**config.mk**
```make
export PLATFORM = sky130hd
export DESIGN_NAME = top_k_nearest_list_core
export DESIGN_NICKNAME = d
export VERILOG_FILES = /design/src/rtl/tknl_pkg.sv /design/src/rtl/tknl_dp.sv /design/src/rtl/tknl_ctrl.sv /design/src/rtl/top_k_nearest_list_core.sv
export SDC_FILE = /design/constraint.sdc
export NUM_CORES = 2
export LEC_CHECK = 0
export BUFFER_PORTS_ARGS = -buffer_cell sky130_fd_sc_hd__buf_2
export CAP_MARGIN = 40
export CORE_MARGIN = 10
export CORE_UTILIZATION = 58
export DETAILED_ROUTE_END_ITERATION = 8
export GPL_TIMING_DRIVEN = 0
export PLACE_DENSITY = 0.76
export SYNTH_ARGS = -nofsm -noshare
export SYNTH_HDL_FRONTEND = slang
export SYNTH_SLANG_ARGS = --single-unit
export TNS_END_PERCENT = 10
```
**constraint.sdc**
```tcl
create_clock -name i_clk -period 9.67 [get_ports i_clk]
set_input_delay 1.934 -clock i_clk [delete_from_list [all_inputs] [get_ports i_clk]]
set_output_delay 1.934 -clock i_clk [all_outputs]
set_load 0.02 [all_outputs]
```
**src/rtl/tknl_pkg.sv**
```systemverilog
// shared constants and controller-to-datapath command type for the top-k list
package tknl_pkg;

    // fixed payload and opcode widths
    localparam int ID_W   = 32;
    localparam int DIST_W = 16;
    localparam int OP_W   = 2;

    // default list depth
    localparam int LIST_SIZE_DEF = 16;

    // operation codes
    localparam logic [OP_W-1:0] OP_CLEAR = 2'd0;
    localparam logic [OP_W-1:0] OP_OFFER = 2'd1;
    localparam logic [OP_W-1:0] OP_DRAIN = 2'd2;

    // commands from the controller to the datapath
    typedef struct packed {
        logic capture;     // latch the candidate of an accepted transaction
        logic clear;       // empty every slot
        logic compare;     // register per-slot compare results
        logic update;      // apply the insertion and shift
        logic load_tail;   // report the last slot
        logic drain_step;  // report slot 0 and rotate the list by one
        logic last;        // final result of this transaction
    } t_dp_cmd;

endpackage

```
**src/rtl/tknl_dp.sv**
```systemverilog
// slot registers, per-slot compare and shift network, result register
module tknl_dp #(
    parameter int LIST_SIZE = tknl_pkg::LIST_SIZE_DEF
) (
    input  logic                      i_clk,
    input  logic                      i_rst_n,
    input  tknl_pkg::t_dp_cmd         i_cmd,
    input  logic [tknl_pkg::ID_W-1:0]   i_candidate_id,
    input  logic [tknl_pkg::DIST_W-1:0] i_candidate_distance,
    output logic                      o_strobe,
    output logic [tknl_pkg::ID_W-1:0]   o_entry_id,
    output logic [tknl_pkg::DIST_W-1:0] o_entry_distance,
    output logic                      o_entry_valid,
    output logic                      o_inserted,
    output logic                      o_last
);
    import tknl_pkg::*;

    // slot storage, one cell per slot
    logic [ID_W-1:0]      r_ids  [LIST_SIZE];
    logic [DIST_W-1:0]    r_dist [LIST_SIZE];
    logic [LIST_SIZE-1:0] r_vld;
    logic [ID_W-1:0]      n_ids  [LIST_SIZE];
    logic [DIST_W-1:0]    n_dist [LIST_SIZE];
    logic [LIST_SIZE-1:0] n_vld;

    // latched candidate
    logic [ID_W-1:0]   r_cand_id;
    logic [DIST_W-1:0] r_cand_dist;

    // registered compare results
    logic [LIST_SIZE-1:0] r_cond;   // slot empty or farther than candidate
    logic [LIST_SIZE-1:0] r_hit;    // slot valid and holds the same id
    logic [LIST_SIZE-1:0] n_cond;
    logic [LIST_SIZE-1:0] n_hit;
    logic [LIST_SIZE-1:0] w_prev;   // condition of the slot before
    logic                 w_reject;
    logic                 r_ins;

    // result register
    logic              r_strobe;
    logic [ID_W-1:0]   r_out_id;
    logic [DIST_W-1:0] r_out_dist;
    logic              r_out_vld;
    logic              r_out_ins;
    logic              r_out_last;

    // per-slot compares, independent for each slot
    always_comb begin
        for (int j = 0; j < LIST_SIZE; j++) begin
            n_cond[j] = !r_vld[j] || (r_cand_dist < r_dist[j]);
            n_hit[j]  = r_vld[j] && (r_ids[j] == r_cand_id);
        end
    end

    // a match counts only at or before the insert point
    always_comb begin
        for (int j = 0; j < LIST_SIZE; j++) begin
            if (j == 0) begin
                w_prev[j] = 1'b0;
            end else begin
                w_prev[j] = r_cond[j-1];
            end
        end
        w_reject = |(r_hit & ~w_prev);
    end

    // next slot contents: clear, insert and shift, or rotate for drain
    always_comb begin
        for (int j = 0; j < LIST_SIZE; j++) begin
            n_ids[j]  = r_ids[j];
            n_dist[j] = r_dist[j];
            n_vld[j]  = r_vld[j];
            if (i_cmd.clear) begin
                n_ids[j]  = '0;
                n_dist[j] = '0;
                n_vld[j]  = 1'b0;
            end else if (i_cmd.update && !w_reject) begin
                if (w_prev[j]) begin
                    n_ids[j]  = r_ids[(j == 0) ? 0 : j-1];
                    n_dist[j] = r_dist[(j == 0) ? 0 : j-1];
                    n_vld[j]  = r_vld[(j == 0) ? 0 : j-1];
                end else if (r_cond[j]) begin
                    n_ids[j]  = r_cand_id;
                    n_dist[j] = r_cand_dist;
                    n_vld[j]  = 1'b1;
                end
            end else if (i_cmd.drain_step) begin
                n_ids[j]  = r_ids[(j == LIST_SIZE-1) ? 0 : j+1];
                n_dist[j] = r_dist[(j == LIST_SIZE-1) ? 0 : j+1];
                n_vld[j]  = r_vld[(j == LIST_SIZE-1) ? 0 : j+1];
            end
        end
    end

    // slot payload registers
    always_ff @(posedge i_clk) begin
        for (int j = 0; j < LIST_SIZE; j++) begin
            r_ids[j]  <= n_ids[j];
            r_dist[j] <= n_dist[j];
        end
    end

    // slot valid bits
    always_ff @(posedge i_clk) begin
        if (!i_rst_n) begin
            r_vld <= '0;
        end else begin
            r_vld <= n_vld;
        end
    end

    // candidate, compare and insert flag registers
    always_ff @(posedge i_clk) begin
        if (i_cmd.capture) begin
            r_cand_id   <= i_candidate_id;
            r_cand_dist <= i_candidate_distance;
        end
        if (i_cmd.compare) begin
            r_cond <= n_cond;
            r_hit  <= n_hit;
        end
        if (i_cmd.capture) begin
            r_ins <= 1'b0;
        end else if (i_cmd.update) begin
            r_ins <= r_cond[LIST_SIZE-1] && !w_reject;
        end
    end

    // result strobe
    always_ff @(posedge i_clk) begin
        if (!i_rst_n) begin
            r_strobe <= 1'b0;
        end else begin
            r_strobe <= i_cmd.load_tail || i_cmd.drain_step;
        end
    end

    // result payload, empty slots report zeros
    always_ff @(posedge i_clk) begin
        if (i_cmd.load_tail) begin
            r_out_id   <= r_vld[LIST_SIZE-1] ? r_ids[LIST_SIZE-1] : '0;
            r_out_dist <= r_vld[LIST_SIZE-1] ? r_dist[LIST_SIZE-1] : '0;
            r_out_vld  <= r_vld[LIST_SIZE-1];
            r_out_ins  <= r_ins;
            r_out_last <= i_cmd.last;
        end else if (i_cmd.drain_step) begin
            r_out_id   <= r_vld[0] ? r_ids[0] : '0;
            r_out_dist <= r_vld[0] ? r_dist[0] : '0;
            r_out_vld  <= r_vld[0];
            r_out_ins  <= 1'b0;
            r_out_last <= i_cmd.last;
        end
    end

    assign o_strobe         = r_strobe;
    assign o_entry_id       = r_out_id;
    assign o_entry_distance = r_out_dist;
    assign o_entry_valid    = r_out_vld;
    assign o_inserted       = r_out_ins;
    assign o_last           = r_out_last;

endmodule

```
**src/rtl/tknl_ctrl.sv**
```systemverilog
// controller state machine sequencing clear, offer and drain transactions
module tknl_ctrl #(
    parameter int LIST_SIZE = tknl_pkg::LIST_SIZE_DEF
) (
    input  logic                        i_clk,
    input  logic                        i_rst_n,
    input  logic                        start,
    output logic                        busy,
    input  logic [tknl_pkg::OP_W-1:0]   i_operation,
    output tknl_pkg::t_dp_cmd           o_cmd
);
    import tknl_pkg::*;

    localparam int CNT_W = (LIST_SIZE > 1) ? $clog2(LIST_SIZE) : 1;
    localparam logic [CNT_W-1:0] CNT_LAST = CNT_W'(LIST_SIZE - 1);

    // state codes
    localparam logic [2:0] S_IDLE   = 3'd0;
    localparam logic [2:0] S_CMP    = 3'd1;
    localparam logic [2:0] S_INS    = 3'd2;
    localparam logic [2:0] S_REPORT = 3'd3;
    localparam logic [2:0] S_DRAIN  = 3'd4;

    logic [2:0]       r_state;
    logic [2:0]       n_state;
    logic [CNT_W-1:0] r_cnt;
    logic [CNT_W-1:0] n_cnt;
    logic             w_accept;

    assign w_accept = start && (r_state == S_IDLE);
    assign busy     = (r_state != S_IDLE);

    // next state and drain counter
    always_comb begin
        n_state = r_state;
        n_cnt   = r_cnt;
        case (r_state)
            S_IDLE: begin
                if (start) begin
                    case (i_operation)
                        OP_CLEAR: n_state = S_REPORT;
                        OP_OFFER: n_state = S_CMP;
                        OP_DRAIN: begin
                            n_state = S_DRAIN;
                            n_cnt   = '0;
                        end
                        default:  n_state = S_IDLE;
                    endcase
                end
            end
            S_CMP:    n_state = S_INS;
            S_INS:    n_state = S_REPORT;
            S_REPORT: n_state = S_IDLE;
            S_DRAIN: begin
                if (r_cnt == CNT_LAST) begin
                    n_state = S_IDLE;
                end else begin
                    n_cnt = r_cnt + 1'b1;
                end
            end
            default:  n_state = S_IDLE;
        endcase
    end

    // state registers
    always_ff @(posedge i_clk) begin
        if (!i_rst_n) begin
            r_state <= S_IDLE;
            r_cnt   <= '0;
        end else begin
            r_state <= n_state;
            r_cnt   <= n_cnt;
        end
    end

    // datapath commands
    always_comb begin
        o_cmd.capture    = w_accept;
        o_cmd.clear      = w_accept && (i_operation == OP_CLEAR);
        o_cmd.compare    = (r_state == S_CMP);
        o_cmd.update     = (r_state == S_INS);
        o_cmd.load_tail  = (r_state == S_REPORT);
        o_cmd.drain_step = (r_state == S_DRAIN);
        o_cmd.last       = (r_state == S_REPORT) ||
                           ((r_state == S_DRAIN) && (r_cnt == CNT_LAST));
    end

endmodule

```
**src/rtl/top_k_nearest_list_core.sv**
```systemverilog
// top level of the sorted top-k nearest candidate list
// A transaction is taken when start is high and busy is low. Clear returns
// one result, loaded from the tail slot in the report state. An offer
// registers the candidate, registers its compares across all slots, applies
// the insert and shift and loads the tail slot, returning one result. A
// drain returns LIST_SIZE results on consecutive cycles, slot 0 each time,
// while the list rotates through slot 0 and comes back to its original
// order. Busy stays high until these steps are through, so the next
// transaction waits for it to fall. Each result is shown for one cycle with
// o_strobe high and cannot be held off, so the receiver must take it then.
// Operation code 3 is accepted and ignored, with no result.
module top_k_nearest_list_core #(
    parameter int LIST_SIZE = tknl_pkg::LIST_SIZE_DEF
) (
    input  logic                          i_clk,
    input  logic                          i_rst_n,
    input  logic                          start,
    output logic                          busy,
    input  logic [tknl_pkg::OP_W-1:0]     i_operation,
    input  logic [tknl_pkg::ID_W-1:0]     i_candidate_id,
    input  logic [tknl_pkg::DIST_W-1:0]   i_candidate_distance,
    output logic                          o_strobe,
    output logic [tknl_pkg::ID_W-1:0]     o_entry_id,
    output logic [tknl_pkg::DIST_W-1:0]   o_entry_distance,
    output logic                          o_entry_valid,
    output logic                          o_inserted,
    output logic                          o_last
);
    import tknl_pkg::*;

    t_dp_cmd w_cmd;

    // sequencer
    tknl_ctrl #(
        .LIST_SIZE (LIST_SIZE)
    ) u_ctrl (
        .i_clk       (i_clk),
        .i_rst_n     (i_rst_n),
        .start       (start),
        .busy        (busy),
        .i_operation (i_operation),
        .o_cmd       (w_cmd)
    );

    // slot storage and result register
    tknl_dp #(
        .LIST_SIZE (LIST_SIZE)
    ) u_dp (
        .i_clk                (i_clk),
        .i_rst_n              (i_rst_n),
        .i_cmd                (w_cmd),
        .i_candidate_id       (i_candidate_id),
        .i_candidate_distance (i_candidate_distance),
        .o_strobe             (o_strobe),
        .o_entry_id           (o_entry_id),
        .o_entry_distance     (o_entry_distance),
        .o_entry_valid        (o_entry_valid),
        .o_inserted           (o_inserted),
        .o_last               (o_last)
    );

endmodule
```
=== Yosys cells after proc, flatten, opt, wreduce, memory -nomap -nowiden ===
Memory sizes are Yosys's and may differ from the RTL's.
Index checks and enable logic that the tools add are counted.

* Bits of input ports: 53
* Memories: 2
* Output and inout port bits: 53
* Flip-flop bits (word level): 156
* Word-level logic and storage cells: 418
* Bits in writable memories: 768

* Bitwise logic cells: 3
* $lt $le $gt $ge: 16
* Add/sub/neg operators: 1
* Muxes and demuxes: 242
* Reductions and logical operators: 82
* Equal/unequal tests: 43

{| class="wikitable"
|+ Memory list
! memory !! depth !! bits a word !! rd ports !! clocked after Yosys merged registers in !! write ports !! line !! RTL
|-
| u_dp.r_ids || 16 || 32 || 16 || 0 || 16 || tknl_dp.sv:20 || <nowiki>logic [ID_W-1:0] r_ids [LIST_SIZE];</nowiki>
|-
| u_dp.r_dist || 16 || 16 || 16 || 0 || 16 || tknl_dp.sv:21 || <nowiki>logic [DIST_W-1:0] r_dist [LIST_SIZE];</nowiki>
|}

{| class="wikitable"
|+ Operators by type and width
! kind !! number
|-
| 2-to-1 mux 32 bit || 83
|-
| 2-to-1 mux 16 bit || 83
|-
| == test 32 bit || 16
|-
| < comparator 16 bit || 16
|-
| 2-to-1 mux 1 bit || 68
|-
| != test 3 x 1 -> 1 bit (second input constant) || 15
|-
| AND reduction 2 bit || 17
|-
| logical AND 1 bit || 21
|-
| logical OR 1 bit || 18
|-
| zero test 1 bit || 17
|-
| AND 16 bit || 1
|-
| inverter 16 bit || 1
|-
| OR reduction 16 bit || 1
|-
| 2-to-1 mux 4 bit || 3
|-
| one-hot mux 3 bit (4 select lines) || 1
|-
| one-hot mux 3 bit (3 select lines) || 1
|-
| != test 2 bit (second input constant) || 4
|-
| one-hot mux 4 bit (2 select lines) || 1
|-
| == test 3 x 2 -> 1 bit (second input constant) || 2
|-
| 2-to-1 mux 3 bit || 2
|-
| nonzero test 2 bit || 3
|-
| adder 4 x 1 -> 4 bit (second input constant) || 1
|-
| == test 4 bit (second input constant) || 1
|-
| AND reduction 4 bit || 1
|-
| 10 further kinds || 10
|}

=== Longest topological paths before layout ===
* Depth after elaboration: 7
* Depth in mapped cells: 11
* Gate-level depth less buffers: 8

=== Cells and area by module ===
A second synthesis with hierarchy kept.

* Cells, all modules: 7,115
* Area total of the unflattened synthesis: 58,433.5 sq um

{| class="wikitable"
|+ Modules (own cells, without submodules)
! module !! instances !! seq. area each (sq um) !! area an instance (sq um) !! cells each
|-
| tknl_dp || 1 || 19,668.9 || 57,990.6 || 7,065
|-
| tknl_ctrl || 1 || 140.1 || 442.9 || 50
|}

=== Worst setup path after synthesis ===
OpenSTA, ideal clock, no wires.

* Path kind: input to register
* From: input start
* To: memory u_dp.r_ids[0][30]
* Slack: 0.919 ns
* Stages on the path: 7
* Path buffers: 3
* Data required time: 9.538 ns
* Arrival time: 8.619 ns
* Library setup time: 0.132 ns
* Cell sequence: nor4b_1 nand2_1 clkbuf_1 clkbuf_1 clkbuf_1 o21ai_0 a21oi_1

{| class="wikitable"
|+ RTL lines
! element !! line !! RTL
|-
| from (decl) || top_k_nearest_list_core.sv:17 || <nowiki>input logic start,</nowiki>
|-
| to (decl) || tknl_dp.sv:20 ||
|}

==> impl_metrics.yaml <==
run_status:
  violations: "design-rule violations"
  outcome: "complete, but fails checks"
pwr:
  switchingPower_uw: 5323
  p_per_area_nw_per_um2: 211.5
  p_comb_share_pct: 28.3
  total_power_uw: 13830
  p_leak_uw: 0.02675
  swShare_pct: 38.49
  p_int_uw: 8508
  clockPowerShare_pct: 30.2
  ir_drop_v: 0.0001839
  seqPwrFrac_pct: 41.4
global_routing:
  grt_pass1_wl_mm: 404.9
  grt_pass1_vias: 57170
  grt_max_degree: 35
  antenna_found_initial: 16
  grtUsageTotal_pct: 50.02
  overflow: 0
placement:
  gp_congestion: 1.126
  pre_cts_slack_ps: 4774
  io_buffers: 105
  post-dp-hpwl_mm: 227.8
die:
  rows: 115
  dieArea_sq_um: 111500
  io-pin-count: 106
  coreArea_sq_um: 98130
  die_w_um: 334.0
  initial_core_util_pct: 58.26
  die_h_um: 334.0
routing:
  vias: 60040
  vias_per_cell: 7.249
  first_iter_violations: 10670
  drt-wirelength-per-cell_um: 35.32
  ant_nets: 0
  wl_mm: 292.5
  drc: 2
  firstDrtPassIters: 9
job:
  cap_violations: 0
final_layout:
  syn2layout_area_growth_pct: 14.38
  layout-drive-gt1-share_pct: 8.057
  fillers: 8219
  fin_nets: 7195
clocking:
  tritoncts: "yes"
  hold_buffers: 0
  clkSlewWorstSetupHoldPaths_ps: 60
  cts_buffers: 103
  cts-root-buf: "clkbuf_16"
  clk_latency_ps: 760
  cts_buffer_depth: 3
  ctsHtreeMaxLevel: 3
  post_cts_buffers: 0
  clkSinkCount: 924
  cts_resized: 0
yosys:
  synthFlopType: "dfxtp_1"
  synth_fp_nets: 6792
  syn-cell-area_sq_um: 57170
  ys_warn_count: 0
  synth_cell_types: 60
  synth.ff_latch_count: 924
  avgSynthCellArea_sq_um: 8.798
  synthCells: 6498
  async_flop_share_pct: 0
  synth_edf_count: 131
  synth_seq_area_share_pct: 34.65
sta:
  relSlewSlack_pct: 27.20
  fin_crit_sh_pct: 56.55
  final-hold-violation-count: 0
  fmax_mhz: 182.9
  setup_viol_count_final: 0
  setup_slack_ps: 4202
  min_period_ps: 5468
  rsz0062_at_grt: "false"
  tightest_slew_ps: 1092
  slew_violations: 0
  skew_ps: 39.62
critical_path:
  path_cells: "buf_2 > nor2b_2 > a2111oi_2 > and3_1 > nand2_1 > buf_2 > buf_2 > clkbuf_1 > clkbuf_1 > nand2_1 > a31oi_1"
  required_ps: 10330
  cp.arrival_ps: 6130
  crit_buf_inv: 5
  slowest_stage: "nor2b_2"
  path_max_fanout: 10
  crit_path_start_kind: "flip-flop"
  worstSetupPathType: "flip-flop to flip-flop"
  cp-startpoint: "u_dp.r_cond[13]"
  reg2reg_from: "u_dp.r_cond[13]"
  cp_top_family: "buffers and inverters"
  cp-end-kind: "flip-flop"
  max_stage_delay_ps: 820
  cp_common_cell: "buf_2"
worst_hold_path:
  min_path_type: "flip-flop to flip-flop"
  hold_path_startpoint: "u_dp.r_dist[0][96]"
## synthesized netlist by cell type (3+ instances only)
cell         n  area share [%]
xor2_1      66             1.0
a21oi_2      4           0.061
clkbuf_1   522             3.4
o31ai_1      5           0.066
o31ai_2      8            0.18
a31oi_1     47            0.51
nand3b_1     7           0.092
nand2_1    549             3.6
mux2i_1    874              15
nor2_1     327             2.1
o22ai_1      4           0.044
o21ai_1      8           0.070
o21a_1       5           0.066
buf_6        5           0.098
a21o_1      90             1.2
buf_2       51            0.45
and4_1       4           0.061
nor4_1      51            0.56
or4_1        4           0.053
nand4_1    151             1.7
nand3_1     31            0.27
a221o_1    288             5.0
a211oi_1    26            0.34
buf_4       27            0.35
dfxtp_1    793              28
a21oi_1    483             4.2
nor3_1     441             3.9
and3_1       5           0.055
and2_1       5           0.055
nand2b_1    18            0.20
inv_1      254             1.7
xnor2_1    449             6.9
a2111oi_2    3           0.079
nor2b_1     23            0.25
edfxtp_1   131             6.9
a22o_1      48            0.74
buf_1       37            0.24
ha_1       241             5.3
a22oi_1    288             3.8
o21ai_0     79            0.69
o221ai_1    13            0.20
o41ai_1      4           0.061
o31a_1       8            0.12
## worst paths after layout
check	to	slack [ps]	depth (start not counted)
setup / recovery	u_dp.r_ids[0][9]	4200	11
hold / removal	u_dp.r_dist[0][96]	510	2
setup reg to reg	u_dp.r_ids[0][9]	4200	11
hold reg to reg	u_dp.r_dist[0][96]	510	2
## power groups by stage
stage / Sequential [uW] / Combinational [uW] / Clock, uW
global placement: 5750 / 3330 / 0
floorplan: 5180 / 2410 / 0
detailed placement: 5700 / 3650 / 0
global route: 5690 / 4120 / 4280
finish: 5730 / 3920 / 4180
CTS: 5620 / 3680 / 4110
## flip-flops by register name (all words and copies together), names as in the netlist, 3 cells and up
register and flops:
u_dp.r_hit 16, u_dp.r_ids 512, u_dp.r_cond 16, u_dp.r_vld 16
u_dp.o_entry_distance 16, u_dp.r_dist 256, u_ctrl.r_cnt 4, u_dp.r_cand_id 32
u_dp.r_cand_dist 16, u_dp.o_entry_id 32, u_ctrl.r_state 3
## through the flow
step	setup TNS [ps]	instance area (sq um)	hold WS [ps]	utilization [%]	instances
CTS	0	65180	503.1	66.42	8257
finish	0	65390	509.4	66.64	8282
floorplan	0	57170	460.6	-	6498
detailed placement	0	61740	492.3	62.92	8065
global placement	-5103110	59310	488.6	60.44	7890
global route	0	65380	522.9	66.62	8275
## final cells by class
type	instances	area [sq um]	share of cell area [%]
multi-input cells	4677	33810	51.70
diodes	7	17.52	0.02679
clock buffers	153	3015	4.611
well taps	1287	1610	2.462
inverters	255	957.2	1.464
clock inverters	39	420.4	0.6429
repair buffers	298	3141	4.802
flip-flops and latches	924	19810	30.29
plain buffers	642	2614	3.997
## per-layer routing
| metal | global-route usage (%) | wire length, um |
|---|---|---|
| met4 | 48.76 | 36810 |
| met2 | 72.65 | 118500 |
| met5 | 0.04427 | 69 |
| met3 | 19.13 | 40190 |
| met1 | 55.16 | 96960 |
## worst reg2reg max path, delay by kind of cell (launching register included)
family	cells	cell delay, ps
buf+inv	5	2780
simple gates	4	1810
compound gates	2	410
flops	1	390
## cell usage in the layout, fill, tap and decap left out, drive strengths merged, types with 288 or more instances in the layout
cell	netlist	layout
dfxtp	793	793
a22oi	288	288
buf	120	408
a21oi	487	487
clkbuf	522	680
nor2	327	327
mux2i	874	874
xnor2	449	449
a221o	288	288
nand2	549	549
nor3	441	441
## cell families (layout without fill, tap and decap cells)
logic type               after synthesis  after routing  share of synthesized area (%)
multiplexers                         874            874                          15.30
adder cells (fa/ha/maj)              241            241                          5.274
XOR/XNOR                             515            515                          7.889
other                                  0              7                              0
AO/OA/AOI/OAI                       1424           1424                          17.68
buffers and inverters                897           1387                          6.244
flip-flops                           924            924                          34.65
AND/OR/NAND/NOR                     1623           1623                          12.96
(Power assumes the default switching activity.)
